==> src/design/u2a_pkg.sv <==
// shared types, codes and digit helpers for the number to ascii formatter
package u2a_pkg;

  localparam int ValueW    = 64;
  localparam int ModeW     = 3;
  localparam int CharW     = 8;
  localparam int CountW    = 5;
  localparam int Dec32Bits = 32;
  localparam int DecDigits = 10;
  localparam int BcdW      = 4 * DecDigits;
  localparam int Hex32Digs = 8;
  localparam int Hex64Digs = 16;
  localparam int MaxChars  = 18;

  localparam logic [ModeW-1:0] MODE_DEC     = 3'd0;
  localparam logic [ModeW-1:0] MODE_HEX32_L = 3'd1;
  localparam logic [ModeW-1:0] MODE_HEX32_U = 3'd2;
  localparam logic [ModeW-1:0] MODE_HEX64_L = 3'd3;
  localparam logic [ModeW-1:0] MODE_HEX64_U = 3'd4;
  localparam logic [ModeW-1:0] MODE_PTR     = 3'd5;

  localparam logic [CharW-1:0] ChZero  = 8'h30;
  localparam logic [CharW-1:0] ChLowA  = 8'h61;
  localparam logic [CharW-1:0] ChUpA   = 8'h41;
  localparam logic [CharW-1:0] ChLowX  = 8'h78;

  typedef struct packed {
    logic [ValueW-1:0] value;
    logic [ModeW-1:0]  mode;
  } u2a_in_t;

  typedef struct packed {
    logic [CharW-1:0]  char_out;
    logic              last;
    logic [CountW-1:0] char_count;
  } u2a_out_t;

  typedef enum logic [2:0] {
    ST_IDLE,
    ST_CONVERT,
    ST_SKIP,
    ST_PREFIX0,
    ST_PREFIXX,
    ST_EMIT
  } u2a_state_t;

  // one digit value to its ascii code
  function automatic logic [CharW-1:0] digit_char(input logic [3:0] d, input logic upper);
    logic [CharW-1:0] base;
    begin
      if (d < 4'd10) begin
        digit_char = ChZero + {4'b0, d};
      end else begin
        base = upper ? ChUpA : ChLowA;
        digit_char = base + {4'b0, d} - 8'd10;
      end
    end
  endfunction

  // add three to every bcd digit of five or more, ahead of the next shift
  function automatic logic [BcdW-1:0] bcd_adjust(input logic [BcdW-1:0] b);
    logic [3:0] nib;
    begin
      bcd_adjust = b;
      for (int i = 0; i < DecDigits; i++) begin
        nib = b[4*i +: 4];
        if (nib >= 4'd5) bcd_adjust[4*i +: 4] = nib + 4'd3;
      end
    end
  endfunction

endpackage

==> src/design/unsigned_number_to_ascii.sv <==
// unsigned number to ascii formatter: decimal and hex, one character per strobe
//
// usage
//   input: a beat is taken at the rising edge where start is high and busy is
//   low; req carries the 64-bit value and the 3-bit mode. modes 6 and 7 are
//   taken but produce no characters.
//   output: each character is shown on result for one cycle with strobe high;
//   the last character of a value has result.last set and result.char_count
//   holding the number of characters sent for that value. the receiver cannot
//   stall the block, so results never wait.
// timing
//   hex modes: the first digit is found and each leading zero digit is
//   dropped, then the characters are sent one by one (after the "0x" of
//   pointer form), so for each mode busy lasts as long whatever the value.
//   decimal: bit-serial binary to bcd conversion of the low 32 bits (shift
//   and add three over ten digits), then the same skip and send over ten
//   digits, so busy too lasts as long whatever the value. each character
//   shows in the cycle after the one that makes it; busy drops as the last
//   character shows, so the next beat may be taken at the edge that takes
//   the last character.
// reset
//   synchronous active-high rst returns the control to idle and drops strobe;
//   the digit registers carry no reset.
module unsigned_number_to_ascii (
  input  logic              clk,
  input  logic              rst,
  input  logic              start,
  output logic              busy,
  input  u2a_pkg::u2a_in_t  req,
  output logic              strobe,
  output u2a_pkg::u2a_out_t result
);

  u2a_pkg::u2a_state_t state, state_next;

  // digit shifter: in skip and emit, top nibble is the next character to send
  logic [u2a_pkg::ValueW-1:0] digits, digits_next;
  // bcd accumulator for decimal conversion
  logic [u2a_pkg::BcdW-1:0]   bcd, bcd_next;
  logic [4:0]                 bitcnt, bitcnt_next;
  // digits still held in the shifter
  logic [4:0]                 ndig, ndig_next;
  // characters already sent for this value
  logic [u2a_pkg::CountW-1:0] cnt, cnt_next;
  logic                       upper, upper_next;
  logic                       ptr, ptr_next;
  logic                       strobe_next;
  u2a_pkg::u2a_out_t          result_next;

  logic [u2a_pkg::BcdW-1:0]   bcd_adj;

  always_ff @(posedge clk) begin
    if (rst) begin
      state  <= u2a_pkg::ST_IDLE;
      strobe <= 1'b0;
    end else begin
      state  <= state_next;
      strobe <= strobe_next;
    end
  end

  always_ff @(posedge clk) begin
    digits <= digits_next;
    bcd    <= bcd_next;
    bitcnt <= bitcnt_next;
    ndig   <= ndig_next;
    cnt    <= cnt_next;
    upper  <= upper_next;
    ptr    <= ptr_next;
    result <= result_next;
  end

  assign busy    = (state != u2a_pkg::ST_IDLE);
  assign bcd_adj = u2a_pkg::bcd_adjust(bcd);

  always_comb begin
    state_next  = state;
    digits_next = digits;
    bcd_next    = bcd;
    bitcnt_next = bitcnt;
    ndig_next   = ndig;
    cnt_next    = cnt;
    upper_next  = upper;
    ptr_next    = ptr;
    strobe_next = 1'b0;
    result_next = result;

    case (state)
      u2a_pkg::ST_IDLE: begin
        if (start) begin
          cnt_next    = '0;
          bcd_next    = '0;
          bitcnt_next = '0;
          ptr_next    = 1'b0;
          upper_next  = 1'b0;
          case (req.mode)
            u2a_pkg::MODE_DEC: begin
              digits_next = {32'b0, req.value[u2a_pkg::Dec32Bits-1:0]};
              state_next  = u2a_pkg::ST_CONVERT;
            end
            u2a_pkg::MODE_HEX32_L, u2a_pkg::MODE_HEX32_U: begin
              digits_next = {req.value[u2a_pkg::Dec32Bits-1:0], 32'b0};
              ndig_next   = 5'(u2a_pkg::Hex32Digs);
              upper_next  = (req.mode == u2a_pkg::MODE_HEX32_U);
              state_next  = u2a_pkg::ST_SKIP;
            end
            u2a_pkg::MODE_HEX64_L, u2a_pkg::MODE_HEX64_U, u2a_pkg::MODE_PTR: begin
              digits_next = req.value;
              ndig_next   = 5'(u2a_pkg::Hex64Digs);
              upper_next  = (req.mode == u2a_pkg::MODE_HEX64_U);
              ptr_next    = (req.mode == u2a_pkg::MODE_PTR);
              state_next  = u2a_pkg::ST_SKIP;
            end
            default: begin
              // undefined modes send nothing
              state_next = u2a_pkg::ST_IDLE;
            end
          endcase
        end
      end

      u2a_pkg::ST_CONVERT: begin
        // double dabble, one binary bit per cycle from the msb
        bcd_next    = {bcd_adj[u2a_pkg::BcdW-2:0], digits[u2a_pkg::Dec32Bits-1]};
        digits_next = {digits[u2a_pkg::ValueW-2:0], 1'b0};
        bitcnt_next = bitcnt + 5'd1;
        if (bitcnt == 5'(u2a_pkg::Dec32Bits - 1)) begin
          digits_next = {bcd_next, 24'b0};
          ndig_next   = 5'(u2a_pkg::DecDigits);
          state_next  = u2a_pkg::ST_SKIP;
        end
      end

      u2a_pkg::ST_SKIP: begin
        // drop leading zero digits, keeping at least one
        if (digits[u2a_pkg::ValueW-1 -: 4] == 4'd0 && ndig > 5'd1) begin
          digits_next = {digits[u2a_pkg::ValueW-5:0], 4'b0};
          ndig_next   = ndig - 5'd1;
        end else if (ptr) begin
          state_next = u2a_pkg::ST_PREFIX0;
        end else begin
          state_next = u2a_pkg::ST_EMIT;
        end
      end

      u2a_pkg::ST_PREFIX0: begin
        strobe_next            = 1'b1;
        result_next.char_out   = u2a_pkg::ChZero;
        result_next.last       = 1'b0;
        result_next.char_count = '0;
        cnt_next               = cnt + 5'd1;
        state_next             = u2a_pkg::ST_PREFIXX;
      end

      u2a_pkg::ST_PREFIXX: begin
        strobe_next            = 1'b1;
        result_next.char_out   = u2a_pkg::ChLowX;
        result_next.last       = 1'b0;
        result_next.char_count = '0;
        cnt_next               = cnt + 5'd1;
        state_next             = u2a_pkg::ST_EMIT;
      end

      u2a_pkg::ST_EMIT: begin
        strobe_next            = 1'b1;
        result_next.char_out   = u2a_pkg::digit_char(digits[u2a_pkg::ValueW-1 -: 4], upper);
        result_next.last       = (ndig == 5'd1);
        result_next.char_count = (ndig == 5'd1) ? cnt + 5'd1 : '0;
        cnt_next               = cnt + 5'd1;
        digits_next            = {digits[u2a_pkg::ValueW-5:0], 4'b0};
        ndig_next              = ndig - 5'd1;
        if (ndig == 5'd1) state_next = u2a_pkg::ST_IDLE;
      end

      default: begin
        state_next = u2a_pkg::ST_IDLE;
      end
    endcase
  end

`ifndef SYNTHESIS
  // every character comes out of a busy period
  a_strobe_from_busy: assert property (@(posedge clk) disable iff (rst)
    strobe |-> $past(busy))
    else $error("character sent while idle");

  // the closing character reports a sane count
  a_last_count: assert property (@(posedge clk) disable iff (rst)
    strobe && result.last |->
      result.char_count != 5'd0 && result.char_count <= 5'(u2a_pkg::MaxChars))
    else $error("bad character count on last beat");

  // inner characters carry no count
  a_inner_count: assert property (@(posedge clk) disable iff (rst)
    strobe && !result.last |-> result.char_count == 5'd0)
    else $error("count on a non-final character");

  // emission never runs out of digits
  a_emit_digits: assert property (@(posedge clk) disable iff (rst)
    state == u2a_pkg::ST_EMIT |-> ndig != 5'd0)
    else $error("emit with no digit left");

  // leaving emission for idle always comes with a closing character
  a_idle_after_last: assert property (@(posedge clk) disable iff (rst)
    $past(state) == u2a_pkg::ST_EMIT && state == u2a_pkg::ST_IDLE |-> strobe && result.last)
    else $error("item ended without a last beat");
`endif

endmodule
==> config.mk <==
export PLATFORM = sky130hd
export DESIGN_NAME = unsigned_number_to_ascii
export DESIGN_NICKNAME = d
export VERILOG_FILES = /design/src/design/u2a_pkg.sv /design/src/design/unsigned_number_to_ascii.sv
export SDC_FILE = /design/constraint.sdc
export NUM_CORES = 1
export LEC_CHECK = 0
export BUFFER_PORTS_ARGS = -buffer_cell sky130_fd_sc_hd__buf_2
export CAP_MARGIN = 40
export CORE_MARGIN = 3
export CORE_UTILIZATION = 24
export CTS_CLUSTER_SIZE = 10
export DETAILED_ROUTE_END_ITERATION = 6
export SYNTH_ARGS = -nofsm -noshare
export SYNTH_HDL_FRONTEND = slang
export SYNTH_SLANG_ARGS = --single-unit
==> constraint.sdc <==
create_clock -name clk -period 10.5 [get_ports clk]
set_input_delay 3.15 -clock clk [delete_from_list [all_inputs] [get_ports clk]]
set_output_delay 3.15 -clock clk [all_outputs]
set_load 0.05 [all_outputs]
==> results of run 1 <==
[cell usage after synthesis, types with 3 or more instances]
cell type,instances
o211ai_1,10
buf_4,4
or3_1,4
edfxtp_1,134
inv_1,50
a21oi_1,41
a22o_1,6
nor2b_1,5
a32o_1,3
nor3b_1,17
nand2_1,52
dfxtp_1,4
clkbuf_1,19
and2_1,3
a222oi_1,23
nor2_1,80
a211o_1,5
o22a_1,3
and3_1,9
a211oi_1,8
a21o_1,10
xor2_1,5
ha_1,27
o21ai_0,54
a31oi_1,4
nor3_1,14
buf_2,25
xnor2_1,18
a32oi_1,14
a221oi_1,8
a22oi_1,20
and3b_1,3
nand3_1,19
a221o_1,4
or2_2,6
nand2b_1,9
[worst max-delay path, stage by stage, from the launching register on]
cell	delay, ns
dfxtp_1	0.87
nor3_1	0.12
inv_1	0.19
buf_2	0.30
[cell type report]
| cell class | instances | area, um^2 | share of cell area, % |
|---|---|---|---|
| Multi-Input combinational cell | 515 | 3368 | 35.95 |
| Sequential cell | 138 | 4104 | 43.80 |
| Timing Repair Buffer | 100 | 560.5 | 5.982 |
| Clock buffer | 18 | 429.2 | 4.580 |
| Clock inverter | 13 | 176.4 | 1.883 |
| Inverter | 50 | 187.7 | 2.003 |
| Tap cell | 435 | 544.3 | 5.809 |
[flip-flops by register name, summed over array words and instances (netlist names), 3 cells and up]
signal  count
digits     64
bcd        40
result     13
bitcnt      5
cnt         5
ndig        5
state       3
[power groups by stage]
stage                     registers, mW  clock network [mW]  logic (mW)
after floorplan                    1.23                   0       0.938
after global placement             1.26                   0        1.23
after detailed placement           1.26                   0        1.28
after CTS                          1.25               0.639        1.28
after global routing               1.30               0.661        1.43
final                              1.26               0.632        1.28
[cell usage in the layout, fill, tap and decap left out, types with 12 or more instances in the layout]
cell / count
a21oi_1: 41
a222oi_1: 23
a22oi_1: 20
a32oi_1: 14
buf_2: 84
buf_4: 14
clkbuf_16: 17
edfxtp_1: 134
ha_1: 27
inv_1: 50
nand2_1: 52
nand3_1: 19
nor2_1: 79
nor3_1: 12
nor3b_1: 17
o21ai_0: 54
xnor2_1: 18
[logic make-up after synthesis]
logic type      Yosys count  synth area share (%)
compound gates          231                 20.77
simple gates            231                 14.49
flops                   138                 52.01
buf+inv                 101                 5.581
fa+ha+maj                27                 4.281
xor+xnor                 23                 2.553
mux                       2                0.2695
other cells               1               0.04752
[worst max path at each step]
| stage | startpoint | to |
|---|---|---|
| detailed placement | req[1] | digits[10] |
| floorplan | req[1] | digits[0] |
| global placement | req[1] | digits[10] |
| finish | state[0] | busy |
| CTS | state[0] | busy |
| global route | state[0] | busy |
[metal layers]
layer / global-route usage, % / vias up
li1: - / 2979
met1: 17.50 / 3108
met2: 21.11 / 289
met3: 3.148 / 22
met4: 3.896 / 0
met5: 0 / -
==> flow_metrics.py, run 1 <==
metrics = {
    "outcome": {
        "status": "completed",
    },
    "placement": {
        "place_congestion": 0.8048,
        "portBuffers": 84,
        "place_ws_ns": 5.223,
        "dp_hpwl_um": 16860,
        "placed_area_mm2": 0.008757,
        "dp.cells": 1237,
    },
    "worst_setup_path": {
        "timing.rr.end": "digits[8]",
        "crit_arrival_ns": 1.91,
        "cp_max_fo": 22,
        "end_kind": "output pin",
        "critPathLaunchType": "register",
        "rrSetupSlack_ns": 7.61,
        "r2r_start": "state[0]",
        "required_ns": 7.35,
        "reg2reg_depth": 6,
        "critPathKind": "reg -> out",
    },
    "floorplanning": {
        "fp-row-count": 65,
        "io_pins": 86,
        "die_w_um": 187.3,
        "core_area_mm2": 0.03196,
        "dieArea_mm2": 0.03509,
        "initial_core_util_pct": 24.69,
        "die_h_um": 187.3,
    },
    "clock_network": {
        "cts_buffers": 17,
        "clock_sinks": 138,
        "cts_resized": 0,
        "cts_max_level": 4,
        "clk_latency_ns": 0.43,
        "cts_setup_buffers": 0,
        "holdBufCountCts": 0,
        "clockBufferDepth": 2,
        "clk_pin_slew_worst_paths_ns": 0.06,
        "cts_tree": "done",
        "cts_root_buffer": "clkbuf_16",
    },
    "synthesis": {
        "synth_nets": 851,
        "syn_inst": 754,
        "ys.flop_type": "edfxtp_1",
        "synth_area_leaders": "edfxtp_1, ha_1, nor2_1",
        "synth_edf_count": 134,
        "synth_seq_cells": 138,
        "syn-mean-instance-area_um2": 10.47,
        "ys_warn_count": 0,
        "synth_area_leader_cell": "edfxtp_1",
        "seq_area_frac_synth_pct": 52.01,
        "yosysUniqueCellTypes": 62,
        "syn_area_mm2": 0.007891,
        "synthArstFlopShare_pct": 0,
        "synth_top_area_share_pct": 50.99,
    },
    "drt": {
        "dr.pass1.iters": 6,
        "drt-met1-wl_um": 10220,
        "antenna_left": 0,
        "drt_iter0_drc": 807,
        "routed_wl_um": 23280,
        "vias": 6398,
        "wl_met2_um": 11010,
        "routed.top_layer": "met4",
        "drc": 0,
        "viasPerCell": 5.042,
        "wire_per_inst_um": 18.34,
        "dr_wl_met3_um": 1742,
    },
    "timing": {
        "slew_headroom_pct": 39.55,
        "skew_ns": 0.006868,
        "rsz0062_at_grt": "no",
        "report.final.hold_viol_count": 0,
        "worst_pin_slew_ns": 0.9057,
        "min_period_ns": 5.060,
        "fin_setup_tns_ns": 0,
        "fmax_mhz": 197.6,
        "whs_ns": 0.5600,
        "drv_slew": 0,
        "setup_slack_ns": 5.440,
        "setup_viol": 0,
        "fin_crit_sh_pct": 48.19,
    },
    "power": {
        "p_comb_share_pct": 40.3,
        "internal_power_mw": 1.886,
        "irDropWorstVdd_mv": 0.1813,
        "p_leak_nw": 3.553,
        "totalPowerFinal_mw": 3.165,
        "p_sw_mw": 1.278,
        "switching_share_pct": 40.39,
        "seq_power_share_pct": 39.7,
        "pwr_density_cell_mw_per_mm2": 337.7,
        "p_clk_share_pct": 20.0,
    },
    "grt": {
        "antenna_found_initial": 0,
        "grt_max_degree": 65,
        "grt_use_total_pct": 13.11,
        "grt_pass1_wl_um": 35890,
        "grt_remaining_overflow": 0,
        "grt_pass1_vias": 6166,
    },
    "cells_and_area": {
        "stdcell_count": 1269,
        "layout-drive-gt1-share_pct": 17.87,
        "num-fill-cells": 3273,
        "area_growth_pct": 18.74,
        "n_antenna_cell": 0,
        "postLayoutCellArea_mm2": 0.009370,
        "finish.utilization_pct": 29.32,
        "layout.nets": 919,
    },
    "worst_hold_path": {
        "hp-start": "digits[21]",
        "hold_end": "digits[22]",
        "hp-class": "reg -> reg",
        "hold_depth": 2,
    },
    "run": {
        "maxCapViolations": 0,
    },
}
No activity file was read; power rests on OpenSTA's default activity.
==> run 2, diff against run 1 <==
==> constraint.sdc (replaced) <==
create_clock -name clk -period 5.1 [get_ports clk]
set_input_delay 1.53 -clock clk [delete_from_list [all_inputs] [get_ports clk]]
set_output_delay 1.53 -clock clk [all_outputs]
set_load 0.05 [all_outputs]
==> run 2 against run 1 <==
Net effect: setup slack lost 3.8 ns; power grew 110%; sequential power grew 110%; first-iteration DRC count shrank 28%; sequential share of layout area shrank 0.093 points; non-clock buffer count grew 2; clock skew grew 0.0016 ns; critical endpoint unchanged.
==> flow_metrics.py, run 2 (synthesis results as in run 1) <==
metrics = {
    "outcome": {
        "status": "completed",
    },
    "worst_setup_path": {
        "rrSetupSlack_ns": 2.18,
        "cp_slowest_stage_delay_ns": 0.86,
        "end_kind": "output pin",
        "required_ns": 3.57,
        "critPathLaunchType": "register",
        "crit_arrival_ns": 1.88,
        "r2r_start": "state[0]",
        "path_buf_inv": 2,
        "reg2reg_depth": 6,
        "crit_family": "flip-flops",
        "timing.rr.end": "digits[30]",
        "critPathKind": "reg -> out",
        "cp_max_fo": 22,
        "worstPathCellList": "nor3_1, inv_1, buf_2",
        "cpMaxStageDelayCell": "dfxtp_1",
    },
    "timing": {
        "drv_slew": 0,
        "fin_setup_tns_ns": 0,
        "worst_pin_slew_ns": 0.9104,
        "report.final.hold_viol_count": 0,
        "slew_headroom_pct": 39.24,
        "rsz0062_at_grt": "no",
        "setup_slack_ns": 1.685,
        "fin_crit_sh_pct": 66.96,
        "skew_ns": 0.008512,
        "setup_viol": 0,
        "fmax_mhz": 292.8,
        "min_period_ns": 3.415,
    },
    "clock_network": {
        "cts_tree": "done",
        "cts_resized": 0,
        "cts_buffers": 17,
        "holdBufCountCts": 0,
        "cts_setup_buffers": 0,
        "cts_max_level": 4,
        "clk_pin_slew_worst_paths_ns": 0.06,
        "clk_latency_ns": 0.43,
        "clockBufferDepth": 2,
        "cts_root_buffer": "clkbuf_16",
        "clock_sinks": 138,
    },
    "drt": {
        "drt_iter0_drc": 582,
        "drc": 0,
        "dr.pass1.iters": 7,
        "antenna_left": 0,
        "vias": 6365,
        "wire_per_inst_um": 18.36,
        "viasPerCell": 5.004,
        "routed_wl_um": 23350,
    },
    "worst_hold_path": {
        "hold_end": "digits[22]",
        "hp-start": "digits[21]",
        "hold_depth": 2,
        "hp-class": "reg -> reg",
    },
    "grt": {
        "grt_remaining_overflow": 0,
        "grt_use_total_pct": 13.07,
        "antenna_found_initial": 1,
        "grt_pass1_wl_um": 35520,
        "met3_usage_pct": 2.830,
        "grt_max_degree": 38,
        "top_usage_layer": "met2",
        "use_met2_pct": 20.60,
        "met1_usage_pct": 17.80,
        "grt_pass1_vias": 6020,
    },
    "cells_and_area": {
        "largest_reg_flops": 64,
        "area_growth_pct": 18.99,
        "seqCellArea_mm2": 0.004104,
        "num-fill-cells": 3287,
        "multiInputGateArea_mm2": 0.003368,
        "n_antenna_cell": 0,
        "layout_common_cells": "edfxtp_1, buf_2, nor2_1",
        "final_common_cell": "edfxtp_1",
        "layout.nets": 921,
        "layout-drive-gt1-share_pct": 18.04,
        "reg_top3": "digits x64, bcd x40, result x13",
        "largest_register": "digits",
    },
    "floorplanning": {
        "core_area_mm2": 0.03196,
        "initial_core_util_pct": 24.69,
        "die_h_um": 187.3,
        "die_w_um": 187.3,
        "dieArea_mm2": 0.03509,
        "io_pins": 86,
        "fp-row-count": 65,
    },
    "placement": {
        "place_congestion": 0.8465,
        "place_ws_ns": 1.702,
        "dp_hpwl_um": 17020,
        "portBuffers": 84,
    },
    "power": {
        "p_clk_share_pct": 19.1,
        "irDropWorstVdd_mv": 0.2674,
        "seq_power_share_pct": 39.8,
        "pwr_density_cell_mw_per_mm2": 692.9,
        "totalPowerFinal_mw": 6.507,
        "p_sw_mw": 2.646,
        "p_leak_nw": 3.562,
        "internal_power_mw": 3.861,
        "p_comb_share_pct": 41.1,
        "switching_share_pct": 40.66,
    },
    "run": {
        "maxCapViolations": 0,
    },
}
## run 2: worst max path at each step
stage,from,endpoint,cells past startpoint
2_1_floorplan,req[1],digits[0],4
3_3_place_gp,req[1],digits[10],7
3_5_place_dp,req[1],digits[38],7
4_1_cts,state[0],busy,3
5_1_grt,state[0],busy,3
6_report,state[0],busy,3
## run 2: worst reg2reg max path, stage by stage, from the launching register on
cell and delay, ns:
dfxtp_1 0.86, nor2b_2 0.54, nand2_1 0.26, o21ai_2 0.39
buf_4 0.43, a32oi_1 0.13, o211ai_1 0.16
## run 2: metal layers
layer	part of all wire, %	wire length [um]
met4	2.2	516
met1	43	10140
met3	7.2	1693
met5	0.056	13
met2	47	10990
## run 2: power groups by stage
stage	logic [mW]	clock network, mW	registers (mW)
2_1_floorplan	1.93	0	2.53
3_3_place_gp	2.56	0	2.59
3_5_place_dp	2.66	0	2.59
4_1_cts	2.67	1.26	2.58
5_1_grt	2.96	1.30	2.67
6_report	2.67	1.24	2.59
## run 2: final cells by class
type	count	area share (%)
Tap cell	435	5.796
Inverter	50	1.999
Sequential cell	138	43.70
Multi-Input combinational cell	515	35.87
Clock buffer	18	4.570
Timing Repair Buffer	102	6.422
Clock inverter	14	1.639
## run 2: through the flow
stage          hold WS, ns  cell area [um^2]  utilization [%]  std cells
2_1_floorplan       0.5105              7891                -        754
3_3_place_gp        0.5392              8735            27.33       1235
3_5_place_dp        0.5363              8807            27.56       1240
4_1_cts             0.5500              9390            29.38       1272
5_1_grt             0.5768              9390            29.38       1272
6_report            0.5504              9390            29.38       1272
